--- src/design/swr_pkg.sv ---
// swr_pkg: shared constants and types for the stack_with_remove_by_value block.
// No dependencies; compiled first.
package swr_pkg;

   localparam int DEPTH      = 16;
   localparam int COUNT_W    = $clog2(DEPTH + 1);
   localparam int KIND_W     = 3;
   localparam int VALUE_W    = 32;
   localparam int STATUS_W   = 2;
   localparam int ENTRY_CNT_W = 5;

   typedef logic signed [VALUE_W-1:0] value_type;
   typedef logic [KIND_W-1:0]         kind_type;
   typedef logic [STATUS_W-1:0]       status_type;
   typedef logic [COUNT_W-1:0]        count_type;

   localparam kind_type KIND_PUSH   = 3'd0;
   localparam kind_type KIND_POP    = 3'd1;
   localparam kind_type KIND_REMOVE = 3'd2;
   localparam kind_type KIND_CLEAR  = 3'd3;
   localparam kind_type KIND_PEEK   = 3'd4;

   localparam status_type ST_DONE      = 2'd0;
   localparam status_type ST_POP_EMPTY = 2'd1;
   localparam status_type ST_NO_MATCH  = 2'd2;
   localparam status_type ST_FULL      = 2'd3;

   // per-cycle command broadcast to every cell
   typedef struct packed {
      logic push;    // shift toward the back, new value enters cell 0
      logic pop;     // shift toward the front everywhere
      logic remove;  // compare and close the gap behind the first match
   } cell_cmd_type;

endpackage

--- src/design/swr_if.sv ---
// Channel interfaces for stack_with_remove_by_value: request and response.
// Depends on swr_pkg.
interface swr_req_if;
   logic                valid;
   logic                ready;
   swr_pkg::kind_type   kind;
   swr_pkg::value_type  value;

   modport source (output valid, output kind, output value, input ready);
   modport sink   (input valid, input kind, input value, output ready);
endinterface

interface swr_rsp_if;
   logic                                valid;
   logic                                ready;
   swr_pkg::status_type                 status;
   logic [swr_pkg::ENTRY_CNT_W-1:0]     entry_count;
   logic                                empty_flag;
   swr_pkg::value_type                  front_value;

   modport source (output valid, output status, output entry_count, output empty_flag,
                   output front_value, input ready);
   modport sink   (input valid, input status, input entry_count, input empty_flag,
                   input front_value, output ready);
endinterface

--- src/design/swr_cell.sv ---
// swr_cell: one storage position of the list, with its neighbor links.
// Depends on swr_pkg.
module swr_cell (
   input  logic                  clock,
   input  swr_pkg::cell_cmd_type cmd,
   input  swr_pkg::value_type    key,
   input  logic                  occupied,
   input  swr_pkg::value_type    prev_data,
   input  swr_pkg::value_type    next_data,
   input  logic                  hit_in,
   output logic                  hit_out,
   output swr_pkg::value_type    data,
   output swr_pkg::value_type    data_next
);
   import swr_pkg::*;

   value_type data_ff;
   value_type data_in;
   logic      match;
   logic      shift_up;

   // hit_out is high from the first matching cell onward
   assign match    = cmd.remove && occupied && (data_ff == key);
   assign hit_out  = hit_in || match;
   assign shift_up = cmd.pop || (cmd.remove && hit_out);

   always_comb begin
      if (cmd.push) begin
         data_in = prev_data;
      end else if (shift_up) begin
         data_in = next_data;
      end else begin
         data_in = data_ff;
      end
   end

   always_ff @(posedge clock) begin
      data_ff <= data_in;
   end

   assign data      = data_ff;
   assign data_next = data_in;

endmodule

--- src/design/stack_with_remove_by_value.sv ---
// stack_with_remove_by_value: newest-first store of up to DEPTH signed 32-bit
// values with push, pop, remove-first-match, clear and peek. For each accepted
// request a row of cells compares all entries against the key at once and
// shifts in parallel, and the response is registered, so one transfer per clock
// is sustained while the response side keeps up. The
// response appears the cycle after the request transfer; a push into a full
// store, a pop on an empty store and a remove without a match leave the
// contents unchanged and are flagged in status. No clearing pass after reset.
module stack_with_remove_by_value (
   input  logic      clock,
   input  logic      reset,
   swr_req_if.sink   req_chan,
   swr_rsp_if.source rsp_chan
);
   import swr_pkg::*;

   count_type    count_ff;
   count_type    count_in;
   logic         rsp_valid_ff;
   status_type   status_ff;
   status_type   status_in;
   count_type    rsp_count_ff;
   value_type    front_ff;
   value_type    front_in;

   logic         req_xfer;
   logic         is_full;
   logic         is_none;
   logic         found;
   cell_cmd_type cmd;

   value_type    data_q [DEPTH];
   value_type    data_nx [DEPTH];
   logic [DEPTH:0] hit;
   logic [DEPTH-1:0] occ;

   assign req_chan.ready = !rsp_valid_ff || rsp_chan.ready;
   assign req_xfer       = req_chan.valid && req_chan.ready;

   assign is_full = (count_ff == COUNT_W'(DEPTH));
   assign is_none = (count_ff == '0);
   assign found   = hit[DEPTH];

   assign cmd.push   = req_xfer && (req_chan.kind == KIND_PUSH) && !is_full;
   assign cmd.pop    = req_xfer && (req_chan.kind == KIND_POP) && !is_none;
   assign cmd.remove = req_xfer && (req_chan.kind == KIND_REMOVE);

   assign hit[0] = 1'b0;

   genvar gi;
   generate
      for (gi = 0; gi < DEPTH; gi++) begin : g_cell
         value_type prev_d;
         value_type next_d;

         assign occ[gi] = (COUNT_W'(gi) < count_ff);

         if (gi == 0) begin : g_head
            assign prev_d = req_chan.value;
         end else begin : g_link_prev
            assign prev_d = data_q[gi-1];
         end

         if (gi == DEPTH - 1) begin : g_tail
            assign next_d = '0;
         end else begin : g_link_next
            assign next_d = data_q[gi+1];
         end

         swr_cell u_cell (
            .clock     (clock),
            .cmd       (cmd),
            .key       (req_chan.value),
            .occupied  (occ[gi]),
            .prev_data (prev_d),
            .next_data (next_d),
            .hit_in    (hit[gi]),
            .hit_out   (hit[gi+1]),
            .data      (data_q[gi]),
            .data_next (data_nx[gi])
         );
      end
   endgenerate

   always_comb begin
      count_in  = count_ff;
      status_in = ST_DONE;
      case (req_chan.kind)
         KIND_PUSH: begin
            if (is_full) begin
               status_in = ST_FULL;
            end else begin
               count_in = count_ff + 1'b1;
            end
         end
         KIND_POP: begin
            if (is_none) begin
               status_in = ST_POP_EMPTY;
            end else begin
               count_in = count_ff - 1'b1;
            end
         end
         KIND_REMOVE: begin
            if (found) begin
               count_in = count_ff - 1'b1;
            end else begin
               status_in = ST_NO_MATCH;
            end
         end
         KIND_CLEAR: begin
            count_in = '0;
         end
         default: begin
         end
      endcase
      front_in = (count_in == '0) ? value_type'(0) : data_nx[0];
   end

   always_ff @(posedge clock) begin
      if (reset) begin
         count_ff     <= '0;
         rsp_valid_ff <= 1'b0;
      end else begin
         if (req_xfer) begin
            count_ff     <= count_in;
            rsp_valid_ff <= 1'b1;
         end else if (rsp_chan.ready) begin
            rsp_valid_ff <= 1'b0;
         end
      end
   end

   always_ff @(posedge clock) begin
      if (req_xfer) begin
         status_ff    <= status_in;
         rsp_count_ff <= count_in;
         front_ff     <= front_in;
      end
   end

   assign rsp_chan.valid       = rsp_valid_ff;
   assign rsp_chan.status      = status_ff;
   assign rsp_chan.entry_count = ENTRY_CNT_W'(rsp_count_ff);
   assign rsp_chan.empty_flag  = (rsp_count_ff == '0);
   assign rsp_chan.front_value = front_ff;

   a_count_range: assert property (@(posedge clock) disable iff (reset)
      count_ff <= COUNT_W'(DEPTH))
      else $error("entry count above depth");

   a_xfer_gives_rsp: assert property (@(posedge clock) disable iff (reset)
      req_xfer |=> rsp_valid_ff)
      else $error("transfer without response");

   a_push_front: assert property (@(posedge clock) disable iff (reset)
      cmd.push |=> (data_q[0] == $past(req_chan.value)) && (count_ff == $past(count_ff) + 1'b1))
      else $error("push did not land at the front");

   a_no_match_keeps: assert property (@(posedge clock) disable iff (reset)
      cmd.remove && !found |=> count_ff == $past(count_ff))
      else $error("failed remove changed the count");

   a_empty_front_zero: assert property (@(posedge clock) disable iff (reset)
      rsp_valid_ff && (rsp_count_ff == '0) |-> front_ff == '0)
      else $error("empty store reports a front value");

endmodule
--- src/flat_wrapper.sv ---
// flat-port wrapper written by rule: the top's interface ports become plain ports
module stack_with_remove_by_value_flat import swr_pkg::*;
  (clock, reset, req_chan_valid, req_chan_kind, req_chan_value, req_chan_ready, rsp_chan_valid, rsp_chan_status, rsp_chan_entry_count, rsp_chan_empty_flag, rsp_chan_front_value, rsp_chan_ready);
  swr_req_if req_chan_i ();
  swr_rsp_if rsp_chan_i ();
  input  logic clock;
  input  logic reset;
  input wire logic [$bits(req_chan_i.valid)-1:0] req_chan_valid;
  input wire logic [$bits(req_chan_i.kind)-1:0] req_chan_kind;
  input wire logic [$bits(req_chan_i.value)-1:0] req_chan_value;
  output wire logic [$bits(req_chan_i.ready)-1:0] req_chan_ready;
  output wire logic [$bits(rsp_chan_i.valid)-1:0] rsp_chan_valid;
  output wire logic [$bits(rsp_chan_i.status)-1:0] rsp_chan_status;
  output wire logic [$bits(rsp_chan_i.entry_count)-1:0] rsp_chan_entry_count;
  output wire logic [$bits(rsp_chan_i.empty_flag)-1:0] rsp_chan_empty_flag;
  output wire logic [$bits(rsp_chan_i.front_value)-1:0] rsp_chan_front_value;
  input wire logic [$bits(rsp_chan_i.ready)-1:0] rsp_chan_ready;
  assign req_chan_i.valid = req_chan_valid;
  assign req_chan_i.kind = req_chan_kind;
  assign req_chan_i.value = req_chan_value;
  assign req_chan_ready = req_chan_i.ready;
  assign rsp_chan_valid = rsp_chan_i.valid;
  assign rsp_chan_status = rsp_chan_i.status;
  assign rsp_chan_entry_count = rsp_chan_i.entry_count;
  assign rsp_chan_empty_flag = rsp_chan_i.empty_flag;
  assign rsp_chan_front_value = rsp_chan_i.front_value;
  assign rsp_chan_i.ready = rsp_chan_ready;
  stack_with_remove_by_value u_core (.clock(clock), .reset(reset), .req_chan(req_chan_i), .rsp_chan(rsp_chan_i));
endmodule
--- config.mk ---
export PLATFORM = sky130hd
export DESIGN_NAME = stack_with_remove_by_value_flat
export DESIGN_NICKNAME = d
export VERILOG_FILES = /design/src/design/swr_pkg.sv /design/src/design/swr_if.sv /design/src/design/swr_cell.sv /design/src/design/stack_with_remove_by_value.sv /design/src/flat_wrapper.sv
export SDC_FILE = /design/constraint.sdc
export NUM_CORES = 1
export LEC_CHECK = 0
export ABC_CLOCK_PERIOD_IN_PS = 7600
export BUFFER_PORTS_ARGS = -buffer_cell sky130_fd_sc_hd__buf_2
export CORE_ASPECT_RATIO = 0.6
export CORE_MARGIN = 2
export CORE_UTILIZATION = 50
export DETAILED_ROUTE_END_ITERATION = 7
export PLACE_DENSITY = 0.64
export SLEW_MARGIN = 20
export SYNTH_ARGS = -nofsm -noshare
export SYNTH_HDL_FRONTEND = slang
export SYNTH_SLANG_ARGS = --single-unit
--- constraint.sdc ---
create_clock -name clock -period 7.6 [get_ports clock]
set_clock_uncertainty 0.2 [all_clocks]
set_input_delay 0.38 -clock clock [delete_from_list [all_inputs] [get_ports clock]]
set_output_delay 0.38 -clock clock [all_outputs]
set_load 0.02 [all_outputs]
==> load_flow_metrics.sql <==
INSERT INTO impl_metrics (metric_group, metric, value, unit) VALUES
('global_routing', 'grt_start_max_net_pins', '107', ''),
('place', 'routabilityCongestion', '1.019', ''),
('clock_tree', 'clkLatencyLatePin', '650', 'ps'),
('layout', 'layout-drive-gt1-share', '29.43', '%'),
('logic_synthesis', 'yosys-top-cells-count', 'sky130_fd_sc_hd__edfxtp_1, sky130_fd_sc_hd__mux2_2, sky130_fd_sc_hd__xor2_1, sky130_fd_sc_hd__xnor2_1, sky130_fd_sc_hd__nor4_1', ''),
('clock_tree', 'htree_levels', '2', ''),
('setup_path', 'worst_ep_arrival_time', '6050', 'ps'),
('global_routing', 'wire_length_of_the_first_global_routing_pass', '153800', 'µm'),
('clock_tree', 'clk_pin_slew_worst_paths', '70', 'ps'),
('clock_tree', 'tritoncts.num_buffers', '55', ''),
('detailed_routing', 'drt_drc_violations_left', '0', ''),
('detailed_routing', 'drt-vias-per-instance', '6.455', ''),
('detailed_routing', 'drtIter0Drc', '3498', ''),
('global_routing', 'grt_usage', '34.44', '%'),
('setup_path', 'cp_slowest_stage_delay', '870', 'ps'),
('layout', 'final_core_util', '55.62', '%'),
('power', 'worst_ir_drop_vdd', '182.4', 'µV'),
('die', 'core.rowCount', '70', ''),
('logic_synthesis', 'synth_cell_types', '71', ''),
('detailed_routing', 'drt_pass1_iterations', '5', ''),
('logic_synthesis', 'yosys.area.top_type_share', '50.61', '%'),
('logic_synthesis', 'syn_area', '0.03079', 'mm²'),
('sta', 'drv_slew', '0', ''),
('global_routing', 'globalRouteOverflowTotal', '0', ''),
('clock_tree', 'clockRootBuffer', 'sky130_fd_sc_hd__clkbuf_16', ''),
('setup_path', 'slowest_stage', 'sky130_fd_sc_hd__or4_1', ''),
('logic_synthesis', 'post_synth_inst_count', '2323', ''),
('die', 'start_util', '50.59', '%'),
('sta', 'min_period', '5899', 'ps'),
('setup_path', 'crit_chain', 'nor2_1, or4_1, or3_1, nor4_1, a2111oi_0, nand4_1, nor2_2, or4b_4, o2111ai_4, buf_4, a21boi_1', ''),
('die', 'dieArea', '0.06365', 'mm²'),
('setup_path', 'worstPathMaxFanout', '34', ''),
('clock_tree', 'clock_sinks', '557', ''),
('layout', 'layout-area-overhead-vs-synth', '9.943', '%'),
('layout', 'layout.filler_cells', '5154', ''),
('place', 'hpwlAfterDp', '86200', 'µm'),
('logic_synthesis', 'synth.top_cells.by_area', 'sky130_fd_sc_hd__edfxtp_1, sky130_fd_sc_hd__mux2_2, sky130_fd_sc_hd__xor2_1', ''),
('sta', 'timing.fmax', '0.1695', 'GHz'),
('place', 'buffer_ports.inserted', '80', ''),
('sta', 'setup_viol', '0', ''),
('logic_synthesis', 'yosysSeqAreaShare', '53.08', '%'),
('detailed_routing', 'vias', '20800', ''),
('logic_synthesis', 'synth.largest_area_cell', 'sky130_fd_sc_hd__edfxtp_1', ''),
('logic_synthesis', 'total_nets_after_synthesis', '2366', ''),
('sta', 'fin_crit_sh', '77.62', '%'),
('logic_synthesis', 'share_of_synthesized_flip_flops_with_an_asynchronous_set_or_reset', '0', '%'),
('logic_synthesis', 'synth-edff-count', '519', ''),
('power', 'power.density', '228.5', 'mW/mm²'),
('die', 'fp.coreArea', '0.06087', 'mm²'),
('setup_path', 'timing_worst_setup_path_type', 'reg2reg', ''),
('layout', 'nNetsFinal', '2389', ''),
('die', 'floorplan.die.height', '196.2', 'µm'),
('logic_synthesis', 'yosys_register_bits', '557', ''),
('die', 'die_w', '324.4', 'µm'),
('logic_synthesis', 'synth-warning-count', '0', ''),
('clock_tree', 'cts_tree', 'built', ''),
('clock_tree', 'cts-root-to-sink-buffers', '3', ''),
('global_routing', 'number_of_global_route_vias_before_repair', '19650', ''),
('sta', 'hold_viol_final', '0', ''),
('die', 'design.portCount', '81', ''),
('sta', 'tightest_slew', '1164', 'ps'),
('logic_synthesis', 'syn_avg_cell_area', '13.26', 'µm²'),
('run', 'max-cap-violations', '0', ''),
('outcome', 'outcome', 'complete, no violations', ''),
('sta', 'grt_setup_unrepaired', 'no', ''),
('logic_synthesis', 'most_used_standard_cell_by_instance_count_after_synthesis', 'sky130_fd_sc_hd__edfxtp_1', ''),
('detailed_routing', 'antenna_violating_nets_post_route', '0', ''),
('setup_path', 'critical_path_buf_inv_count', '1', ''),
('min_path', 'min-delay-path-class', 'in2reg', ''),
('setup_path', 'timing.critical_path.to_type', 'flip-flop', ''),
('detailed_routing', 'route.final.wire_length', '111200', 'µm');
## cell families after synthesis
group,Yosys count,synth area share [%]
AO/OA/AOI/OAI,113,3.003
XOR/XNOR,517,14.70
adder cells (fa/ha/maj),4,0.1625
buffers and inverters,157,2.198
flip-flops,557,53.08
multiplexers,480,17.42
AND/OR/NAND/NOR,495,9.427
## stage by stage
step                      cell area [µm²]  std cells  total power, mW  hold slack [ps]  setup WS (ps)
after detailed placement            31900       3114            4.756            377.5           1988
after CTS                           33840       3220            7.699            19.07           1969
after global routing                33850       3220            7.934            62.03           1641
after floorplan                     30790       2323            4.325            249.1           2016
after global placement              31880       3114            4.744            372.3           1950
final                               33860       3222            7.734            40.51           1701
## worst reg2reg max path, delay by kind of cell (launching register included)
kind | cells | cell delay [ps]
AO/OA/AOI/OAI | 3 | 700
buffers and inverters | 1 | 520
flip-flops | 1 | 860
AND/OR/NAND/NOR | 7 | 3350
## sequential cells by signal, summed over array words and instances (netlist names)
signal	count
u_core.count_ff	5
u_core.rsp_chan.status	2
u_core.rsp_chan.valid	1
u_core.rsp_chan.entry_count	5
u_core.g_cell.u_cell.data	512
u_core.rsp_chan.front_value	32
## layout make-up
cell class	instances	area, µm²	area share (%)
tap	828	1036	3.060
inverter	9	33.78	0.09979
clock inverter	38	446.7	1.319
sequential	557	16350	48.28
clock buffer	65	1464	4.324
multi-input combinational	1609	13810	40.79
timing repair buffer	114	713.2	2.107
antenna	2	5.005	0.01478
## cell usage in the layout, fill, tap and decap left out, drive strengths merged, types with 5 or more instances in the layout
cell type  synthesis  final
edfxtp           519    519
mux2             448    448
xor2             282    282
xnor2            235    235
nor4             113    113
buf               44    111
nand4             98     98
nor2              66     66
clkbuf           104     65
nand2             58     58
a21oi             42     42
dfxtp             38     38
and3              37     37
a21boi            33     33
mux2i             32     32
nor3              21     21
nand3             21     21
clkinv             0     19
or4               12     12
inv                9     12
or3                9      9
nand2b             9      9
bufinv             0      9
nand4b             8      8
clkinvlp           0      7
nor3b              6      6
nor4b              6      6
a2111oi            5      5
o21ai              5      5
## power breakdown
part | leakage (nW) | switching (mW) | internal [mW]
logic | 5.37 | 0.735 | 0.357
registers | 5.07 | 0.137 | 3.52
clock network | 0.921 | 1.29 | 1.69
total | 11.4 | 2.17 | 5.57
## final timing paths
| path | cells past startpoint | startpoint | to | slack (ps) |
|---|---|---|---|---|
| max | 11 | u_core.count_ff[4] | u_core.rsp_chan.front_value[30] | 1700 |
| min | 4 | rsp_chan_ready | u_core.rsp_chan.valid | 40 |
| max reg2reg | 11 | u_core.count_ff[4] | u_core.rsp_chan.front_value[30] | 1700 |
| min reg2reg | 2 | u_core.g_cell[0].u_cell.data[2] | u_core.g_cell[0].u_cell.data[2] | 390 |
## layer usage
metal | vias up | track usage [%] | share of wire [%]
met5 | - | 0 | 0.0090
met3 | 63 | 19.93 | 17
met1 | 10760 | 55.98 | 48
li1 | 8753 | - | -
met4 | 2 | 3.686 | 0.72
met2 | 1218 | 37.92 | 34
## what timing repair did
action	in CTS	in global routing
endpoints found under the hold margin	7	0
hold buffers	3	0
setup buffers	0	0
Power figures use the tool's default switching activity.
